===== src/design/assert_macros.svh =====
// Assertion macros used by the top level of the rate combiner.
`ifndef ASSERT_MACROS_SVH
`define ASSERT_MACROS_SVH
`ifndef ASSERT_OFF
// Same-cycle implication, disabled during reset.
`define ASSERT_IMPLY(label, clk, rst_n, ante, cons) \
    label: assert property (@(posedge clk) disable iff (!(rst_n)) (ante) |-> (cons)) \
        else $error("implication check failed");
// Next-cycle implication, disabled during reset.
`define ASSERT_NEXT(label, clk, rst_n, ante, cons) \
    label: assert property (@(posedge clk) disable iff (!(rst_n)) (ante) |=> (cons)) \
        else $error("next-cycle check failed");
`else
`define ASSERT_IMPLY(label, clk, rst_n, ante, cons)
`define ASSERT_NEXT(label, clk, rst_n, ante, cons)
`endif
`endif


===== src/design/ptrc_pkg.sv =====
// Shared types, constants and constant functions of the rate combiner.
`default_nettype none
package ptrc_pkg;
    localparam int ENERGY_W    = 19;
    localparam int DELTA_W     = ENERGY_W + 1;
    localparam int KT_W        = 32;
    localparam int FRAC_W      = 32;
    localparam int RATE_W      = 33;
    localparam int SUM_W       = 34;
    localparam int X_W         = ENERGY_W + KT_W;
    localparam int PROD_W      = 2 * RATE_W;
    localparam int DIVISOR_W   = 34;
    localparam int K_W         = 5;
    localparam int N_W         = 5;
    localparam int TAYLOR_TERMS = 24;
    localparam int DIV_RADIX_BITS = 3;
    localparam int DIV_STEPS   = RATE_W / DIV_RADIX_BITS;
    localparam int DIV_CNT_W   = $clog2(DIV_STEPS + 1);
    localparam int QUEUE_DEPTH_DEF = 2;
    localparam int E1_W        = 31;

    localparam logic [KT_W-1:0]   INV_KT_RESET = 32'd69677255;
    localparam logic [RATE_W-1:0] ONE_Q32      = 33'h1_0000_0000;
    localparam logic [K_W-1:0]    K_LAST       = 5'(TAYLOR_TERMS);

    typedef struct packed {
        logic [DELTA_W-1:0] delta;
        logic               first;
        logic               last;
    } t_item;

    typedef struct packed {
        logic                 start;
        logic [PROD_W-1:0]    dividend;
        logic [DIVISOR_W-1:0] divisor;
    } t_div_req;

    typedef struct packed {
        logic              done;
        logic [RATE_W-1:0] quotient;
    } t_div_rsp;

    // exp(-1) in Q32, as the square of the series value at one half.
    function automatic logic [63:0] f_exp_minus_one();
        logic [63:0] term;
        logic [63:0] even;
        logic [63:0] odd;
        logic [63:0] h;
        term = 64'h1_0000_0000;
        even = term;
        odd  = 64'd0;
        for (int k = 1; k <= TAYLOR_TERMS; k++) begin
            term = ((term * 64'h8000_0000) >> 32) / 64'(k);
            if ((k % 2) == 1) odd = odd + term;
            else              even = even + term;
        end
        h = (even >= odd) ? (even - odd) : 64'd0;
        return (h * h) >> 32;
    endfunction

    localparam logic [63:0]     E1_FULL = f_exp_minus_one();
    localparam logic [E1_W-1:0] E1      = E1_FULL[E1_W-1:0];
endpackage
`default_nettype wire


===== src/design/ptrc_front.sv =====
// Front end: accepts path points and turns them into step items.
`default_nettype none
module ptrc_front (
    input  wire logic                                i_clk,
    input  wire logic                                i_rst_n,
    input  wire logic                                i_valid,
    output logic                                     o_ready,
    input  wire logic signed [ptrc_pkg::ENERGY_W-1:0] i_energy,
    input  wire logic                                i_first,
    input  wire logic                                i_last,
    input  wire logic                                i_q_full,
    output logic                                     o_q_push,
    output ptrc_pkg::t_item                          o_q_item
);
    logic [ptrc_pkg::ENERGY_W-1:0] r_prev;
    logic [ptrc_pkg::ENERGY_W-1:0] n_prev;

    assign o_ready  = !i_q_full;
    assign o_q_push = i_valid && o_ready;

    always_comb begin
        o_q_item.delta = {i_energy[ptrc_pkg::ENERGY_W-1], i_energy}
                       - {r_prev[ptrc_pkg::ENERGY_W-1], r_prev};
        o_q_item.first = i_first;
        o_q_item.last  = i_last;
        n_prev = o_q_push ? i_energy : r_prev;
    end

    always_ff @(posedge i_clk) begin
        if (!i_rst_n) begin
            r_prev <= '0;
        end else begin
            r_prev <= n_prev;
        end
    end
endmodule
`default_nettype wire


===== config.mk =====
export PLATFORM = sky130hd
export DESIGN_NAME = ptrc_front
export DESIGN_NICKNAME = d
export VERILOG_FILES = /design/src/design/assert_macros.svh /design/src/design/ptrc_pkg.sv /design/src/design/ptrc_front.sv
export SDC_FILE = /design/constraint.sdc
export NUM_CORES = 1
export LEC_CHECK = 0
export BUFFER_PORTS_ARGS = -buffer_cell sky130_fd_sc_hd__buf_2
export CORE_MARGIN = 2
export CORE_UTILIZATION = 55
export DETAILED_ROUTE_END_ITERATION = 16
export PLACE_DENSITY = 0.85
export SLEW_MARGIN = 0
export SYNTH_ARGS = -nofsm -noshare
export SYNTH_HDL_FRONTEND = slang
export SYNTH_SLANG_ARGS = --single-unit
export TNS_END_PERCENT = 5

===== constraint.sdc =====
create_clock -name i_clk -period 3.14 [get_ports i_clk]
set_input_delay 0 -clock i_clk [delete_from_list [all_inputs] [get_ports i_clk]]
set_output_delay 0 -clock i_clk [all_outputs]
set_load 0.1 [all_outputs]

==> impl_metrics.json <==
{
  "status": "finished clean",
  "slowest_delay_ns": 0.56,
  "finalCritPeriodShare": 0.909,
  "setup_slack_ns": 0.285,
  "maxSlewViolCount": 0,
  "io_pins": 49,
  "clock-sinks": 19,
  "clock-skew-final_ns": 0,
  "tritoncts": "built",
  "synth_area_leaders": "dfxtp_1 22%, ha_1 14%, nand2_1 13%, a21boi_1 8.2%, a21oi_1 5.2%",
  "hp-class": "in2out",
  "numCtsBuffers": 3,
  "die_h_um": 60.2,
  "io_buffer_count": 44,
  "r2r-start": "r_prev[1]",
  "num_rows": 20,
  "insertion_delay_ns": 0.29,
  "irDropWorstVdd_mv": 0.243,
  "vias": 1805,
  "drc_errors": 0,
  "whs_endpoint": "o_q_item[0]",
  "yosys.area.top_type": "dfxtp_1",
  "synth_cell_types": 39,
  "final-setup-viol-count": 0,
  "grt.total_usage": 0.239,
  "first_pass_iters": 5,
  "max_cap_viol_count": 0,
  "synth_commonest_cells": "60 x nand2_1, 23 x inv_1, 19 x a21boi_1, 19 x dfxtp_1, 19 x ha_1",
  "postCtsSetupBuffers": 0,
  "slowest_stage": "dlygate4sd3_1",
  "initial_core_util": 0.573,
  "die_w_um": 60.2,
  "grt_max_degree": 21,
  "fin_setup_tns_ns": 0,
  "cp_max_fo": 3,
  "powerDensity_nw_per_um2": 495,
  "cts_htree_levels": 1,
  "ys_seq_area_frac": 0.219,
  "worst_ep_arrival_time_ns": 2.85,
  "grt_pass1_wl_mm": 6.68,
  "synthCells": 244,
  "dpl_worst_slack_ns": 0.668,
  "synth_most_common_cell": "nand2_1",
  "largestRegisters": "r_prev: 19 flops",
  "timing.rr.end": "r_prev[1]",
  "avgViaCountPerCell": 5.23,
  "place_congestion": 0.863,
  "synth.top_cell.area_share": 0.219,
  "synth_edf_count": 0,
  "cts_buffer_depth": 2,
  "post-route-min-period_ns": 2.85,
  "reg2reg_depth": 2,
  "synth_nets": 289,
  "drt_iter0_drc": 108,
  "start_kind": "input port",
  "power.static_leakage_uw": 0.000945,
  "crit_path_end_kind": "output pin",
  "wirelength_mm": 4.08,
  "gr-total-overflow": 0,
  "antenna_found_initial": 0,
  "yosysWarnings": 0,
  "antenna_cells": 0,
  "rsz0062_at_grt": "no",
  "yosys_most_used_dff": "dfxtp_1",
  "synth_area_um2": 1730,
  "area_delta_synth_final_pct": 26.2,
  "tightest_slew_ns": 0.688,
  "critPathKind": "in2out",
  "coreArea_um2": 3030,
  "dp_hpwl_mm": 2.88,
  "design_area_um2": 2190,
  "drtAntennaViolNets": 0,
  "p_total_uw": 1080,
  "rrSetupSlack_ns": 2.48,
  "crit_path_cell_trace": "dlygate4sd3_1, buf_2, inv_1, ha_1, fa_1, nand2b_1, a21oi_1, o21ai_1, a21oi_1, a41oi_1, xnor2_1, buf_2",
  "critPathRequiredTime_ns": 3.14,
  "hold_depth": 0,
  "drive_above_1_share": 0.186,
  "synth.ff_latch_count": 19,
  "grt_pass1_vias": 1595,
  "final_nets": 347,
  "hold_start": "i_last",
  "largest_reg_flops": 19,
  "cts_root_buf": "clkbuf_4",
  "ys_async_sr_fraction": 0,
  "top_register": "r_prev",
  "avgSynthCellArea_um2": 7.11,
  "timing.fmax_ghz": 0.350,
  "wl_per_cell_um": 11.8,
  "placed_cell_area_um2": 1970,
  "maxSlewHeadroom": 0.540,
  "dieArea_um2": 3620,
  "finalHoldViolCount": 0
}
-- layer usage --
layer	wire length (µm)	track usage	vias up
met4	36	0.0762	0
met3	207	0.0152	4
met2	1920	0.416	60
li1	-	-	945
met5	0	0	-
met1	1910	0.311	796
-- stage by stage --
stage	instances	hold WS, ns	util
2_1_floorplan	244	0.135	-
5_1_grt	345	0.000251	0.723
3_3_place_gp	322	0.00118	0.651
6_report	345	0.0000321	0.723
4_1_cts	345	0.00118	0.723
3_5_place_dp	322	0.00118	0.651
-- worst max path at each step --
stage / cells past startpoint / end / slack (ns) / from
after CTS: 9 / o_q_item[15] / 0.31 / r_prev[1]
after global placement: 9 / o_q_item[15] / 0.71 / r_prev[1]
final: 12 / o_q_item[20] / 0.29 / i_energy[0]
after global routing: 9 / o_q_item[15] / 0.08 / r_prev[1]
after detailed placement: 9 / o_q_item[15] / 0.67 / r_prev[1]
after floorplan: 8 / o_q_item[21] / -0.62 / r_prev[1]
-- worst max-delay path, delay by kind of cell --
family          cells  cell delay [ns]
compound gates      4             0.71
buf+inv             4             1.16
simple gates        1             0.19
fa+ha+maj           2             0.62
xor+xnor            1             0.17
-- cell type report --
type	count	area (µm²)
Inverter	25	93.8
Clock inverter	1	5.00
Multi-Input combinational cell	190	1220
Fill cell	228	840
Clock buffer	3	22.5
Tap cell	44	55.1
Timing Repair Buffer	63	410
Sequential cell	19	380
-- what timing repair did --
| item | 4_1_cts | 5_1_grt |
|---|---|---|
| hold endpoints to repair | 19 | 0 |
| hold buffers | 19 | 0 |
| gates resized for setup | 0 | 0 |
-- power breakdown --
| part | leakage, µW | switching (µW) | internal, µW |
|---|---|---|---|
| Combinational | 0.000771 | 549 | 155 |
| Sequential | 0.000155 | 5.49 | 252 |
| Clock | 0.0000177 | 74.4 | 47.4 |
| Total | 0.000945 | 629 | 455 |
-- cells by family after synthesis --
group,after synthesis,share of synthesized area
buffers and inverters,35,0.0801
adders and majority gates,20,0.149
AOI/OAI and AO/OA,63,0.242
xor gates and xnor gates,14,0.0707
DFF,19,0.219
and+or+nand+nor,93,0.239
-- cell usage in the layout (no fill, tap or decap), drive strengths merged, types with 6 or more instances in the layout --
master,instances
nand2,60
buf,44
inv,25
a21boi,19
ha,19
dlygate4sd3,19
dfxtp,19
a21oi,18
nor2,11
xnor2,8
o21ai,8
nand3,6
xor2,6
No activity file was read; power rests on OpenSTA's default activity.
