### src/design/assert_macros.svh
// Assertion macros used by the top level of the rate combiner.
`ifndef ASSERT_MACROS_SVH
`define ASSERT_MACROS_SVH
`ifndef ASSERT_OFF
// Same-cycle implication, disabled during reset.
`define ASSERT_IMPLY(label, clk, rst_n, ante, cons) \
    label: assert property (@(posedge clk) disable iff (!(rst_n)) (ante) |-> (cons)) \
        else $error("implication check failed");
// Next-cycle implication, disabled during reset.
`define ASSERT_NEXT(label, clk, rst_n, ante, cons) \
    label: assert property (@(posedge clk) disable iff (!(rst_n)) (ante) |=> (cons)) \
        else $error("next-cycle check failed");
`else
`define ASSERT_IMPLY(label, clk, rst_n, ante, cons)
`define ASSERT_NEXT(label, clk, rst_n, ante, cons)
`endif
`endif

### src/design/ptrc_pkg.sv
// Shared types, constants and constant functions of the rate combiner.
`default_nettype none
package ptrc_pkg;
    localparam int ENERGY_W    = 19;
    localparam int DELTA_W     = ENERGY_W + 1;
    localparam int KT_W        = 32;
    localparam int FRAC_W      = 32;
    localparam int RATE_W      = 33;
    localparam int SUM_W       = 34;
    localparam int X_W         = ENERGY_W + KT_W;
    localparam int PROD_W      = 2 * RATE_W;
    localparam int DIVISOR_W   = 34;
    localparam int K_W         = 5;
    localparam int N_W         = 5;
    localparam int TAYLOR_TERMS = 24;
    localparam int DIV_RADIX_BITS = 3;
    localparam int DIV_STEPS   = RATE_W / DIV_RADIX_BITS;
    localparam int DIV_CNT_W   = $clog2(DIV_STEPS + 1);
    localparam int QUEUE_DEPTH_DEF = 2;
    localparam int E1_W        = 31;

    localparam logic [KT_W-1:0]   INV_KT_RESET = 32'd69677255;
    localparam logic [RATE_W-1:0] ONE_Q32      = 33'h1_0000_0000;
    localparam logic [K_W-1:0]    K_LAST       = 5'(TAYLOR_TERMS);

    typedef struct packed {
        logic [DELTA_W-1:0] delta;
        logic               first;
        logic               last;
    } t_item;

    typedef struct packed {
        logic                 start;
        logic [PROD_W-1:0]    dividend;
        logic [DIVISOR_W-1:0] divisor;
    } t_div_req;

    typedef struct packed {
        logic              done;
        logic [RATE_W-1:0] quotient;
    } t_div_rsp;

    // exp(-1) in Q32, as the square of the series value at one half.
    function automatic logic [63:0] f_exp_minus_one();
        logic [63:0] term;
        logic [63:0] even;
        logic [63:0] odd;
        logic [63:0] h;
        term = 64'h1_0000_0000;
        even = term;
        odd  = 64'd0;
        for (int k = 1; k <= TAYLOR_TERMS; k++) begin
            term = ((term * 64'h8000_0000) >> 32) / 64'(k);
            if ((k % 2) == 1) odd = odd + term;
            else              even = even + term;
        end
        h = (even >= odd) ? (even - odd) : 64'd0;
        return (h * h) >> 32;
    endfunction

    localparam logic [63:0]     E1_FULL = f_exp_minus_one();
    localparam logic [E1_W-1:0] E1      = E1_FULL[E1_W-1:0];
endpackage
`default_nettype wire

### src/design/ptrc_queue.sv
// Short item queue between front end and back end.
`default_nettype none
module ptrc_queue #(
    parameter int DEPTH = ptrc_pkg::QUEUE_DEPTH_DEF
) (
    input  wire logic            i_clk,
    input  wire logic            i_rst_n,
    input  wire logic            i_push,
    input  wire ptrc_pkg::t_item i_item,
    input  wire logic            i_pop,
    output logic                 o_valid,
    output logic                 o_full,
    output ptrc_pkg::t_item      o_item
);
    localparam int PTR_W = (DEPTH > 1) ? $clog2(DEPTH) : 1;
    localparam int CNT_W = $clog2(DEPTH + 1);
    localparam logic [PTR_W-1:0] PTR_LAST = PTR_W'(DEPTH - 1);
    localparam logic [CNT_W-1:0] CNT_FULL = CNT_W'(DEPTH);

    ptrc_pkg::t_item  r_mem [DEPTH];
    logic [PTR_W-1:0] r_wr_ptr;
    logic [PTR_W-1:0] r_rd_ptr;
    logic [CNT_W-1:0] r_count;

    assign o_valid = (r_count != '0);
    assign o_full  = (r_count == CNT_FULL);
    assign o_item  = r_mem[r_rd_ptr];

    always_ff @(posedge i_clk) begin
        if (i_push) begin
            r_mem[r_wr_ptr] <= i_item;
        end
    end

    always_ff @(posedge i_clk) begin
        if (!i_rst_n) begin
            r_wr_ptr <= '0;
            r_rd_ptr <= '0;
            r_count  <= '0;
        end else begin
            if (i_push) begin
                r_wr_ptr <= (r_wr_ptr == PTR_LAST) ? '0 : r_wr_ptr + 1'b1;
            end
            if (i_pop) begin
                r_rd_ptr <= (r_rd_ptr == PTR_LAST) ? '0 : r_rd_ptr + 1'b1;
            end
            if (i_push && !i_pop) begin
                r_count <= r_count + 1'b1;
            end else if (i_pop && !i_push) begin
                r_count <= r_count - 1'b1;
            end
        end
    end
endmodule
`default_nettype wire

### config.mk
export PLATFORM = sky130hd
export DESIGN_NAME = ptrc_queue
export DESIGN_NICKNAME = d
export VERILOG_FILES = /design/src/design/assert_macros.svh /design/src/design/ptrc_pkg.sv /design/src/design/ptrc_queue.sv
export SDC_FILE = /design/constraint.sdc
export NUM_CORES = 1
export LEC_CHECK = 0
export ABC_CLOCK_PERIOD_IN_PS = 1740
export BUFFER_PORTS_ARGS = -buffer_cell sky130_fd_sc_hd__buf_4
export CAP_MARGIN = 20
export CORE_AREA = 2 2 67 69
export DETAILED_ROUTE_END_ITERATION = 10
export DIE_AREA = 0 0 69 71
export GPL_TIMING_DRIVEN = 0
export PLACE_DENSITY = 0.71
export SYNTH_ARGS = -nofsm -noshare
export SYNTH_HDL_FRONTEND = slang
export SYNTH_SLANG_ARGS = --single-unit
### constraint.sdc
create_clock -name i_clk -period 1.74 [get_ports i_clk]
set_input_delay 0.174 -clock i_clk [delete_from_list [all_inputs] [get_ports i_clk]]
set_output_delay 0.174 -clock i_clk [all_outputs]
set_load 0.02 [all_outputs]
==> results.toml <==
[run_status]
status = "finished clean"

[grt]
use_met1_pct = 14.5
grtUsageMet2_pct = 22.0
grt_pass1_wl_mm = 4.63
grt_start_max_net_pins = 23
grt_usage_pct = 12.6
overflow = 0
grtUsageMet3_pct = 2.42
antenna_found_initial = 0
grt_busiest_layer = "met2"
grt_pass1_vias = 988

[cells_and_area]
areaGrowthSynthToFinish_pct = 31.3
final_util_pct = 56.3
final_nets = 174
diodes = 0
layout-drive-gt1-share_pct = 56.8
design_area_mm2 = 0.00236

[cts]
cts_tree = "built"
hold_buffers = 0
insertion_delay_ns = 0.29
cts_buffers = 5
htree_levels = 2
clockBufferDepth = 2
cts-root-buf = "clkbuf_8"
clk_pin_slew_ns = 0.08
clock_sinks = 49

[pwr]
p_sw_share_pct = 21.4
pwr-share-comb_pct = 15.4
powerDensity_mw_per_mm2 = 1050
peakVddDrop_uv = 629
p_sw_uw = 534
pwr-share-seq_pct = 55.2
power_leakage_uw = 0.000907
p_clk_share_pct = 29.4
total_power_uw = 2490
power.internal_uw = 1960

[synth]
ys_seq_area_share_pct = 78.9
avgSynthCellArea_um2 = 20.0
synth.ff_latch_count = 49
syn-cell-area_mm2 = 0.00180
synth_cell_types = 16
synth_nets = 117
synth_area_leaders = "edfxtp_1 (73%), mux2_2 (14%), dfxtp_1 (5.6%)"
synth_area_leader_cell = "edfxtp_1"
yosysTopAreaCellShare_pct = 73.4
synth_warnings = 0
syn_inst = 90

[worst_setup_path]
cp-start-kind = "flip-flop"
path_max_fanout = 10
slowest_stage = "dfxtp_1"
path_cells = "buf_2 > mux2_2 > buf_4"
cp-end-kind = "output port"
path_class = "flip-flop to output port"
cp_top_family = "buffers and inverters"
slowest_delay_ns = 0.39
crit_required_ns = 1.57
crit_buf_inv = 2
cp_data_arrival_time_ns = 1.48

[timing]
hold_viol = 0
final_max_slew_viol_count = 0
fin_crit_sh_pct = 95.1
fin_setup_tns_ns = 0
clock.fmax_mhz = 604
skew_ns = 0.00487
relSlewSlack_pct = 31.4
finalCriticalPeriod_ns = 1.66
setup_viol = 0
rsz0062_at_grt = "false"
worst_pin_slew_ns = 1.03

[die]
num_rows = 24
die-area_mm2 = 0.00490
io_pins = 50
fp.dieW_um = 69
die_height_um = 71
design.core.area_mm2 = 0.00420
initial_utilization_pct = 42.8

[route]
wl_per_cell_um = 14.8
vias_per_cell = 4.67
routed_wl_mm = 2.95
drcViolationCount = 0
drt_iter0_markers = 31
ant_nets = 0
vias = 934
dr.pass1.iters = 4

[placement]
dp_hpwl_mm = 2.12
numPortBuffers = 49
place_congestion = 0.709
dpl-instance-area_mm2 = 0.00225

[worst_hold_path]
min_path_type = "input port to flip-flop"

[flow_run]
maxCapViolations = 0
## cell usage after synthesis, drive strengths merged
cell	instances
ha	1
mux2	22
a21boi	1
nor2b	2
buf	2
edfxtp	44
xor2	2
or2	1
xnor2	1
dfxtp	5
and2	4
and2b	1
inv	1
o21a	1
o21ai	1
or3	1
## worst paths after layout
| path | from | depth (start not counted) | slack [ns] | end |
|---|---|---|---|---|
| min reg2reg | r_count[1] | 2 | 0.52 | r_count[1] |
| max | flip-flop | 3 | 0.08 | o_item[3] |
| min | i_item[11] | 1 | 0.07 | r_mem[0][11] |
| max reg2reg | r_wr_ptr | 1 | 0.16 | r_mem[1][6] |
## flip-flops by register name, summed over array words and instances (netlist names), named ones only
name,cells
r_count,2
r_mem,44
r_rd_ptr,1
r_wr_ptr,1
## layer usage
metal	up-vias	routed length (um)
met4	0	42
met1	453	1190
met5	-	0
li1	455	-
met2	24	1610
met3	2	107
## power groups by stage
stage / registers, uW / logic [uW] / clock network [uW]
after floorplan: 1400 / 216 / 0
after detailed placement: 1400 / 389 / 0
after global routing: 1380 / 410 / 801
after CTS: 1380 / 390 / 764
final: 1380 / 383 / 733
after global placement: 1400 / 373 / 0
## metrics by stage
stage,hold slack (ns),setup slack (ns),instances
2_1_floorplan,0.273,0.414,90
3_3_place_gp,0.359,0.101,191
3_5_place_dp,0.362,0.128,192
4_1_cts,0.0542,0.0462,200
5_1_grt,0.0534,0.00734,200
6_report,0.0664,0.0847,200
## cells by family after synthesis
| kind of cell | Yosys count | share of synthesized area (%) |
|---|---|---|
| buf+inv | 3 | 0.764 |
| compound gates | 3 | 1.11 |
| simple gates | 9 | 3.27 |
| xor+xnor | 3 | 1.46 |
| fa+ha+maj | 1 | 0.695 |
| flops | 49 | 78.9 |
| mux | 22 | 13.8 |
## cells in the final DEF (no fill, tap or decap), types with 2 or more instances in the layout
| cell type | synthesis | routed |
|---|---|---|
| and2_1 | 4 | 4 |
| dfxtp_1 | 5 | 5 |
| mux2_2 | 22 | 22 |
| clkbuf_8 | 0 | 6 |
| xor2_1 | 2 | 2 |
| buf_4 | 0 | 49 |
| edfxtp_1 | 44 | 44 |
## layout make-up
type,count,area [um2]
fill,348,1840
sequential,49,1420
timing repair buffer,50,383
multi-input combinational,38,368
clock buffer,8,111
tap,52,65.1
buffer,2,12.5
inverter,1,3.75
## what timing repair did
item,CTS,global route
buffers inserted,0,0
setup endpoints to repair,0,1
resized for setup,0,1
Note: power is estimated with default switching activity, not from simulation.
