$ cat src/design/assert_macros.svh
// Assertion macros used by the top level of the rate combiner.
`ifndef ASSERT_MACROS_SVH
`define ASSERT_MACROS_SVH
`ifndef ASSERT_OFF
// Same-cycle implication, disabled during reset.
`define ASSERT_IMPLY(label, clk, rst_n, ante, cons) \
    label: assert property (@(posedge clk) disable iff (!(rst_n)) (ante) |-> (cons)) \
        else $error("implication check failed");
// Next-cycle implication, disabled during reset.
`define ASSERT_NEXT(label, clk, rst_n, ante, cons) \
    label: assert property (@(posedge clk) disable iff (!(rst_n)) (ante) |=> (cons)) \
        else $error("next-cycle check failed");
`else
`define ASSERT_IMPLY(label, clk, rst_n, ante, cons)
`define ASSERT_NEXT(label, clk, rst_n, ante, cons)
`endif
`endif

$ cat src/design/ptrc_pkg.sv
// Shared types, constants and constant functions of the rate combiner.
`default_nettype none
package ptrc_pkg;
    localparam int ENERGY_W    = 19;
    localparam int DELTA_W     = ENERGY_W + 1;
    localparam int KT_W        = 32;
    localparam int FRAC_W      = 32;
    localparam int RATE_W      = 33;
    localparam int SUM_W       = 34;
    localparam int X_W         = ENERGY_W + KT_W;
    localparam int PROD_W      = 2 * RATE_W;
    localparam int DIVISOR_W   = 34;
    localparam int K_W         = 5;
    localparam int N_W         = 5;
    localparam int TAYLOR_TERMS = 24;
    localparam int DIV_RADIX_BITS = 3;
    localparam int DIV_STEPS   = RATE_W / DIV_RADIX_BITS;
    localparam int DIV_CNT_W   = $clog2(DIV_STEPS + 1);
    localparam int QUEUE_DEPTH_DEF = 2;
    localparam int E1_W        = 31;

    localparam logic [KT_W-1:0]   INV_KT_RESET = 32'd69677255;
    localparam logic [RATE_W-1:0] ONE_Q32      = 33'h1_0000_0000;
    localparam logic [K_W-1:0]    K_LAST       = 5'(TAYLOR_TERMS);

    typedef struct packed {
        logic [DELTA_W-1:0] delta;
        logic               first;
        logic               last;
    } t_item;

    typedef struct packed {
        logic                 start;
        logic [PROD_W-1:0]    dividend;
        logic [DIVISOR_W-1:0] divisor;
    } t_div_req;

    typedef struct packed {
        logic              done;
        logic [RATE_W-1:0] quotient;
    } t_div_rsp;

    // exp(-1) in Q32, as the square of the series value at one half.
    function automatic logic [63:0] f_exp_minus_one();
        logic [63:0] term;
        logic [63:0] even;
        logic [63:0] odd;
        logic [63:0] h;
        term = 64'h1_0000_0000;
        even = term;
        odd  = 64'd0;
        for (int k = 1; k <= TAYLOR_TERMS; k++) begin
            term = ((term * 64'h8000_0000) >> 32) / 64'(k);
            if ((k % 2) == 1) odd = odd + term;
            else              even = even + term;
        end
        h = (even >= odd) ? (even - odd) : 64'd0;
        return (h * h) >> 32;
    endfunction

    localparam logic [63:0]     E1_FULL = f_exp_minus_one();
    localparam logic [E1_W-1:0] E1      = E1_FULL[E1_W-1:0];
endpackage
`default_nettype wire

$ cat src/design/ptrc_div.sv
// Shared restoring divider, a few quotient bits per cycle.
`default_nettype none
module ptrc_div (
    input  wire logic               i_clk,
    input  wire logic               i_rst_n,
    input  wire ptrc_pkg::t_div_req i_req,
    output ptrc_pkg::t_div_rsp      o_rsp
);
    localparam int QW = ptrc_pkg::RATE_W;
    localparam int DW = ptrc_pkg::DIVISOR_W;

    logic [DW-1:0]                   r_rem;
    logic [QW-1:0]                   r_low;
    logic [QW-1:0]                   r_quo;
    logic [DW-1:0]                   r_div;
    logic [ptrc_pkg::DIV_CNT_W-1:0]  r_cnt;
    logic                            r_busy;
    logic                            r_done;
    logic [DW-1:0]                   n_rem;
    logic [QW-1:0]                   n_low;
    logic [QW-1:0]                   n_quo;

    always_comb begin
        logic [DW:0] rem;
        rem   = {1'b0, r_rem};
        n_low = r_low;
        n_quo = r_quo;
        for (int i = 0; i < ptrc_pkg::DIV_RADIX_BITS; i++) begin
            rem   = {rem[DW-1:0], n_low[QW-1]};
            n_low = {n_low[QW-2:0], 1'b0};
            if (rem >= {1'b0, r_div}) begin
                rem   = rem - {1'b0, r_div};
                n_quo = {n_quo[QW-2:0], 1'b1};
            end else begin
                n_quo = {n_quo[QW-2:0], 1'b0};
            end
        end
        n_rem = rem[DW-1:0];
    end

    always_ff @(posedge i_clk) begin
        if (!i_rst_n) begin
            r_busy <= 1'b0;
            r_done <= 1'b0;
            r_cnt  <= '0;
        end else begin
            r_done <= 1'b0;
            if (i_req.start) begin
                r_rem  <= {1'b0, i_req.dividend[2*QW-1:QW]};
                r_low  <= i_req.dividend[QW-1:0];
                r_quo  <= '0;
                r_div  <= i_req.divisor;
                r_cnt  <= ptrc_pkg::DIV_CNT_W'(ptrc_pkg::DIV_STEPS);
                r_busy <= 1'b1;
            end else if (r_busy) begin
                r_rem <= n_rem;
                r_low <= n_low;
                r_quo <= n_quo;
                r_cnt <= r_cnt - 1'b1;
                if (r_cnt == ptrc_pkg::DIV_CNT_W'(1)) begin
                    r_busy <= 1'b0;
                    r_done <= 1'b1;
                end
            end
        end
    end

    assign o_rsp.done     = r_done;
    assign o_rsp.quotient = r_quo;
endmodule
`default_nettype wire

$ cat config.mk
export PLATFORM = sky130hd
export DESIGN_NAME = ptrc_div
export DESIGN_NICKNAME = d
export VERILOG_FILES = /design/src/design/assert_macros.svh /design/src/design/ptrc_pkg.sv /design/src/design/ptrc_div.sv
export SDC_FILE = /design/constraint.sdc
export NUM_CORES = 1
export LEC_CHECK = 0
export ABC_AREA = 1
export BUFFER_PORTS_ARGS = -buffer_cell sky130_fd_sc_hd__buf_4
export CAP_MARGIN = 20
export CELL_PAD_IN_SITES_DETAIL_PLACEMENT = 0
export CELL_PAD_IN_SITES_GLOBAL_PLACEMENT = 1
export CORE_MARGIN = 2
export CORE_UTILIZATION = 44
export CTS_CLUSTER_DIAMETER = 80
export DETAILED_ROUTE_END_ITERATION = 8
export PLACE_DENSITY_LB_ADDON = 0.1
export SYNTH_ARGS = -nofsm -noshare
export SYNTH_HDL_FRONTEND = slang
export SYNTH_SLANG_ARGS = --single-unit
$ cat constraint.sdc
create_clock -name i_clk -period 7.4 [get_ports i_clk]
set_input_delay 1.48 -clock i_clk [delete_from_list [all_inputs] [get_ports i_clk]]
set_output_delay 1.48 -clock i_clk [all_outputs]
set_load 0.1 [all_outputs]
==> results of run 1 <==
cell usage after synthesis (all sizes together), types with 5 or more instances:
cell and n:
a31oi 8, o21bai 13, nand3b 12, nor2 162, ha 104, nor4 5, xnor2 50, clkbuf 18
nand4 14, inv 337, nand3 170, buf 56, nor3 16, o21ai 74, dfxtp 6, xor2 24
edfxtp 134, a21oi 102, a21o 12, nand2 711
worst max-delay path by stage:
stage	endpoint	startpoint	depth (start not counted)	slack (ns)
3_3_place_gp	r_rem[0]	r_div[5]	44	0.05
5_1_grt	r_rem[7]	r_div[6]	47	0.008
3_5_place_dp	r_rem[0]	r_rem[13]	42	0.11
2_1_floorplan	r_busy	i_req[100]	5	0.83
6_report	r_quo[0]	r_div[26]	40	0.39
4_1_cts	r_rem[11]	r_rem[13]	42	0.06
worst register-to-register path: cells and delay by family, from the launching register on:
kind | cells | cell delay, ns
buffers and inverters | 9 | 1.19
DFF | 1 | 0.36
AOI/OAI and AO/OA | 8 | 1.40
adders and majority gates | 3 | 1.05
and+or+nand+nor | 20 | 2.77
per-layer routing:
layer	share of wire	vias up	routed length [um]	global-route usage
li1	-	6870	-	-
met1	0.46	6166	21300	0.394
met2	0.43	506	19800	0.429
met3	0.071	81	3300	0.0469
met4	0.040	0	1840	0.107
met5	0	-	0	0
cell usage in the layout (no fill, tap or decap), types with 4 or more instances in the layout:
cell	netlist	layout
o21bai_1	13	13
o21a_1	4	4
xnor2_1	50	50
a21oi_1	101	99
nand4_1	14	14
nor4_1	5	5
nor3_1	13	11
o21ai_1	1	11
ha_1	104	93
nand2_2	2	7
buf_4	35	207
inv_1	331	329
edfxtp_1	134	134
nor2_1	158	153
ha_4	0	7
o21ai_0	73	62
buf_12	0	7
ha_2	0	4
xor2_1	24	24
nand3b_1	12	12
or2_2	4	4
inv_6	0	4
nand2_1	707	704
nor3_2	3	5
dfxtp_1	6	6
inv_2	6	8
nand3_1	164	164
nor2_2	3	6
a31oi_1	8	8
a21o_1	12	12
clkbuf_16	0	19
per-stage QoR:
step                utilization  hold WS (ns)  cell area [um2]  cells
floorplan                     -         0.444            13700   2052
global placement          0.502         0.453            15400   2582
detailed placement        0.503         0.465            15400   2583
CTS                       0.522         0.475            16000   2615
global route              0.531         0.519            16200   2626
finish                    0.531         0.473            16200   2626
kinds of logic after synthesis:
group           count (synthesis)
fa+ha+maj                     107
buf+inv                       412
simple gates                 1097
xor+xnor                       74
compound gates                222
flops                         140
flip-flops by register name, summed over array words and instances (netlist names):
| register | count |
|---|---|
| r_div | 34 |
| r_rem | 34 |
| r_low | 33 |
| r_quo | 33 |
| r_cnt | 4 |
| r_busy | 1 |
| r_done | 1 |
final cells by class:
cell class,instances,area (um2),share of cell area
timing repair buffer,218,1770,0.109
multi-input combinational,1502,7970,0.491
inverter,338,1270,0.0782
clock inverter,15,163,0.0100
clock buffer,17,425,0.0262
sequential,140,4140,0.255
tap,396,495,0.0305
what timing repair did:
action	CTS	global route
hold buffers	0	0
buffers inserted	0	6
endpoints found under the setup margin	0	35
resized for setup	0	40
==> results.toml, run 1 <==
[outcome]
status = "completed"

[route]
vias = 13600
drtIter0Drc = 1101
firstDrtPassIters = 5
via_per_inst = 5.19
ant_nets = 0
wl_per_cell_um = 17.6
wl_um = 46200
drcViolationCount = 0

[floorplan]
ios = 137
dieArea_mm2 = 0.0325
die_w_um = 180
die_h_um = 180
start_util = 0.447
core_area_mm2 = 0.0306
num_rows = 64

[clocking]
clock_sinks = 140
cts_tree = "built"
cts_max_level = 4
clk_path_buf_depth = 2
root_buffer = "clkbuf_16"
worstSkewPairLatency_ns = 0.43
path_clk_slew_ns = 0.06
cts_buffers = 17

[critical_path]
critPathKind = "reg -> reg"
r2r-end = "r_quo[0]"
r2r_start = "r_div[26]"
rr_worst_depth = 40
worst_path_largest_cell_delay_ns = 0.41
cp.required_ns = 7.59
critPathLaunchType = "register"
endpoint_kind = "register"
r2r_setup_slack_ns = 0.39
crit_top_cell = "nand2_1"
worstPathArrival_ns = 7.20
path_max_fanout = 28
crit_buf_inv = 9
crit_family = "simple AND/OR/NAND/NOR gates"
critPathSlowestCell = "nor3_2"

[cells_and_area]
layout-drive-gt1-share = 0.137
n_antenna_cell = 0
nFillCells = 3095
area_delta_synth_final_pct = 18.6
nets = 2427

[yosys]
synth_top_family_by_area = "simple AND/OR/NAND/NOR gates"
postSynthCellCount = 2052
yosysTopAreaCellShare = 0.294
syn_area_mm2 = 0.0137
synth_edf_count = 134
synth_mux_area_frac = 0
synth_ff_type = "edfxtp_1"
synth_compound_area_frac = 0.0900
synth_area_leaders = "edfxtp_1, nand2_1, ha_1"
ys_seq_elements = 140
synthSimpleGateAreaFrac = 0.333
yosysTopAreaCell = "edfxtp_1"
avgSynthCellArea_um2 = 6.67
ys_async_sr_fraction = 0
synth_cell_type_count = 45
synth_nets = 2262
synth_xor_area_frac = 0.0474
yosysSeqAreaShare = 0.303
synth-adder-area-share = 0.0995
yosys_warnings = 0

[placement]
dp_slack_ns = 0.108
port_buffers = 136
hpwl_um = 37600
gp_congestion = 0.949

[global_route]
grt_max_degree = 57
grt_pass1_wl_um = 71000
grt_overflow = 0
antenna_found_initial = 0
grt_pass1_vias = 13300
grt_use_total = 0.280

[worst_hold_path]
min_from = "r_cnt[3]"
holdPathEnd = "r_cnt[3]"
worstHoldPathType = "reg -> reg"
hold_depth = 2

[timing]
final_hold_viol_count = 0
rsz0062_at_grt = "false"
period_share = 0.947
relSlewSlack = 0.356
min_period_ns = 7.01
max_freq_ghz = 0.143
worstMarginPinSlew_ns = 0.964
finClkSkew_ns = 0.00998
fin_ws_ns = 0.389
final-setup-viol-count = 0
setup_tns_ns = 0
finalMaxSlewViolations = 0

[job]
cap_viol_max_count = 0
Power of run 1 is left out: the tool's default activity adds up to more than one toggle a clock period on the data nets, which glitch-free logic cannot reach.
==> run 2, diff against run 1 <==
- REMOVE_ABC_BUFFERS: not set -> 1
==> run 2 against run 1 <==
Die area unchanged. Critical path depth up 5. Design area grew 1.5%. Wire length fell by 0.73%. Clock skew is 0.0048 ns higher. Register-to-register slack gained 0.11 ns. Cell count up 1.6%. First-iteration DRC count rose by 4.1%. Flip-flop and latch count unchanged.
==> results.toml, run 2 (synthesis results as in run 1) <==
[global_route]
grt_pass1_vias = 13100
grt_use_total = 0.282
grt_overflow = 0
antenna_found_initial = 0
grt_pass1_wl_um = 71400
grt_max_degree = 72

[critical_path]
worstPathArrival_ns = 7.07
crit_top_cell = "nand2_1"
worst_path_largest_cell_delay_ns = 0.37
path_max_fanout = 25
critPathLaunchType = "register"
critPathSlowestCell = "edfxtp_1"
r2r_start = "r_div[26]"
r2r-end = "r_rem[13]"
endpoint_kind = "register"
rr_worst_depth = 45
r2r_setup_slack_ns = 0.50
critPathKind = "reg -> reg"
cp.required_ns = 7.57

[clocking]
path_clk_slew_ns = 0.07
cts_buffers = 17
cts_max_level = 4
clock_sinks = 140
worstSkewPairLatency_ns = 0.43
root_buffer = "clkbuf_16"
cts_hold_buf = 0
cts_tree = "built"
clk_path_buf_depth = 2

[worst_hold_path]
hold_depth = 2
worstHoldPathType = "reg -> reg"
holdPathEnd = "r_cnt[3]"
min_from = "r_cnt[3]"

[placement]
port_buffers = 136
hpwl_um = 37900
gp_congestion = 0.979

[timing]
max_freq_ghz = 0.145
relSlewSlack = 0.521
finalMaxSlewViolations = 0
final_hold_viol_count = 0
final-setup-viol-count = 0
min_period_ns = 6.90
period_share = 0.933
finClkSkew_ns = 0.0148
worstMarginPinSlew_ns = 0.718
setup_tns_ns = 0
holdWs_ns = 0.475

[route]
drtIter0Drc = 1146
wl_per_cell_um = 17.2
via_per_inst = 5.13
ant_nets = 0
firstDrtPassIters = 5
vias = 13700
wl_um = 45800
drcViolationCount = 0

[floorplan]
start_util = 0.447
num_rows = 64
ios = 137
core_area_mm2 = 0.0306
die_h_um = 180
dieArea_mm2 = 0.0325
die_w_um = 180

[cells_and_area]
top_regs = "r_div x34, r_rem x34"
nets = 2470
n_antenna_cell = 0
area_delta_synth_final_pct = 20.4
layout-drive-gt1-share = 0.155
fin_util = 0.539
mostFrequentLayoutCells = "nand2_1, inv_1, buf_4, nand3_1, nor2_1"
nFillCells = 3169
final_common_cell = "nand2_1"

[job]
cap_viol_max_count = 0

[outcome]
status = "completed"
==> run 2: worst max-delay path: cells and delay by family (launching register included) <==
family / cells / cell delay (ns)
AOI/OAI and AO/OA: 9 / 1.32
DFF: 1 / 0.37
adders and majority gates: 3 / 0.99
and+or+nand+nor: 23 / 2.49
buffers and inverters: 10 / 1.42
==> run 2: routing by layer <==
| layer | track usage | vias to the layer above | share of wire | wire length [um] |
|---|---|---|---|---|
| met4 | 0.0777 | 0 | 0.024 | 1090 |
| met1 | 0.414 | 6194 | 0.48 | 21800 |
| met3 | 0.0414 | 60 | 0.072 | 3310 |
| li1 | - | 6932 | - | - |
| met2 | 0.430 | 500 | 0.43 | 19600 |
| met5 | 0 | - | 0 | 0 |
==> run 2: how the worst max path moves through the flow <==
stage                          from        end  slack [ns]  depth (start not counted)
after detailed placement   r_div[6]  r_rem[13]        0.37                         45
after global routing       r_div[9]  r_rem[14]       -0.01                         42
final                     r_div[26]  r_rem[13]        0.50                         45
after CTS                  r_div[6]  r_rem[13]        0.34                         45
after global placement    r_div[10]  r_rem[14]        0.44                         43
after floorplan            r_div[1]   r_quo[0]        0.95                         39
==> run 2: repair_timing <==
action,in CTS,in global routing
setup endpoints to repair,0,35
resized for setup,0,41
buffers inserted,0,4
==> run 2: final cells by class <==
cell class / instances / area, um2 / share of cell area
Sequential cell: 140 / 4140 / 0.251
Multi-Input combinational cell: 1501 / 7950 / 0.483
Timing Repair Buffer: 262 / 2050 / 0.124
Tap cell: 396 / 495 / 0.0301
Inverter: 338 / 1270 / 0.0770
Clock inverter: 14 / 120 / 0.00729
Clock buffer: 18 / 450 / 0.0273
==> run 2: stage by stage <==
| stage | worst slack, ns | cell area [um2] | std cells |
|---|---|---|---|
| floorplan | 0.951 | 13200 | 1978 |
| global placement | 0.437 | 15700 | 2631 |
| detailed placement | 0.368 | 15700 | 2632 |
| CTS | 0.339 | 16300 | 2664 |
| global route | -0.0102 | 16500 | 2669 |
| finish | 0.496 | 16500 | 2669 |
Power of run 2 is left out for the same reason.
==> run 3, diff against run 2 <==
- CORE_ASPECT_RATIO: not set -> 1.1
==> run 3 against run 2 <==
Hold slack worse by 0.0051 ns. Die area about the same. Utilization is essentially flat. Global-route usage increased by 0.15 points. Non-clock buffer count is 25 lower. Critical path type unchanged. Largest cell class unchanged. Highest routed layer unchanged.
==> results.toml, run 3 (synthesis results as in run 1) <==
[timing]
final-setup-viol-count = 0
relSlewSlack = 0.493
min_period_ns = 7.11
finalMaxSlewViolations = 0
setup_tns_ns = 0
worstMarginPinSlew_ns = 0.761
max_freq_ghz = 0.141
finClkSkew_ns = 0.0136
period_share = 0.960
final_hold_viol_count = 0

[global_route]
grt_pass1_vias = 13300
grt_overflow = 0
grt_max_degree = 65
grt_pass1_wl_um = 70300
grt_use_total = 0.283
antenna_found_initial = 0

[outcome]
status = "completed"

[clocking]
cts_hold_buf = 0
clk_path_buf_depth = 2
worstSkewPairLatency_ns = 0.44
cts_buffers = 17
root_buffer = "clkbuf_16"
path_clk_slew_ns = 0.06
cts_max_level = 4
clock_sinks = 140
cts_tree = "built"

[route]
wl_um = 45800
wl_per_cell_um = 17.2
via_per_inst = 5.15
vias = 13700
drtIter0Drc = 1022
ant_nets = 0
drcViolationCount = 0
firstDrtPassIters = 8

[cells_and_area]
final_common_cell = "nand2_1"
nets = 2445
top_regs = "r_div x34, r_rem x34"
layout-drive-gt1-share = 0.149
n_antenna_cell = 0
mostFrequentLayoutCells = "nand2_1, inv_1, buf_4, nand3_1, nor2_1"
area_delta_synth_final_pct = 20.2

[critical_path]
crit_top_cell = "nand2_1"
path_max_fanout = 28
critPathLaunchType = "register"
critPathSlowestCell = "nor3_1"
critPathKind = "reg -> reg"
worstPathArrival_ns = 7.30
worst_path_largest_cell_delay_ns = 0.53
cp.required_ns = 7.59
endpoint_kind = "register"

[floorplan]
ios = 137
dieArea_mm2 = 0.0325
core_area_mm2 = 0.0305
num_rows = 67
die_w_um = 172
start_util = 0.448
die_h_um = 189

[placement]
gp_congestion = 0.990
port_buffers = 136
hpwl_um = 37600

[job]
cap_viol_max_count = 0

[worst_hold_path]
worstHoldPathType = "reg -> reg"
run 3: cell count changes in the layout (fill, tap and decap cells not counted), moves of 6 or more:
| cell | change |
|---|---|
| buf_4 | -27 |
| bufinv_16 | +6 |
| inv_1 | -7 |
| inv_2 | +7 |
| o21ai_0 | -9 |
| o21ai_2 | +6 |
run 3: per-layer routing:
layer	track usage	wire length, um	vias up
met5	0	0	-
met4	0.126	1910	0
met3	0.0374	2830	81
met2	0.430	19800	475
met1	0.401	21300	6256
li1	-	-	6884
run 3: repair_timing:
action,4_1_cts,5_1_grt
gates resized for setup,0,61
setup buffers,0,2
setup endpoints to repair,0,35
run 3: per-stage QoR:
step / hold slack, ns / area (um2) / utilization / setup WS [ns] / std cells
6_report: 0.469 / 16400 / 0.539 / 0.295 / 2662
2_1_floorplan: 0.444 / 13200 / - / 0.951 / 1978
5_1_grt: 0.499 / 16400 / 0.539 / -0.0254 / 2662
3_3_place_gp: 0.453 / 15600 / 0.510 / 0.336 / 2625
4_1_cts: 0.475 / 16200 / 0.532 / 0.263 / 2657
3_5_place_dp: 0.466 / 15600 / 0.510 / 0.298 / 2625
run 3: final timing paths:
| check | startpoint | end | slack (ns) | cells after the start |
|---|---|---|---|---|
| worst max-delay path | r_div[30] | r_quo[0] | 0.29 | 41 |
| worst min-delay path | r_cnt[3] | r_cnt[3] | 0.47 | 2 |
| worst max register to register | r_div[30] | r_quo[0] | 0.29 | 41 |
| worst min register to register | r_cnt[3] | r_cnt[3] | 0.47 | 2 |
run 3: final cells by class:
| cell class | count | area [um2] |
|---|---|---|
| fillers | 3146 | 14100 |
| repair buffers | 237 | 1880 |
| flip-flops and latches | 140 | 4140 |
| inverters | 338 | 1270 |
| well taps | 414 | 518 |
| clock buffers | 19 | 433 |
| clock inverters | 13 | 236 |
| multi-input cells | 1501 | 7960 |
run 3: worst max-delay path, delay by kind of cell, from the launching register on:
family	cells	cell delay (ns)
DFF	1	0.36
and+or+nand+nor	22	3.06
buffers and inverters	10	1.24
AOI/OAI and AO/OA	6	1.20
adders and majority gates	3	0.97
Power of run 3 is left out for the same reason.
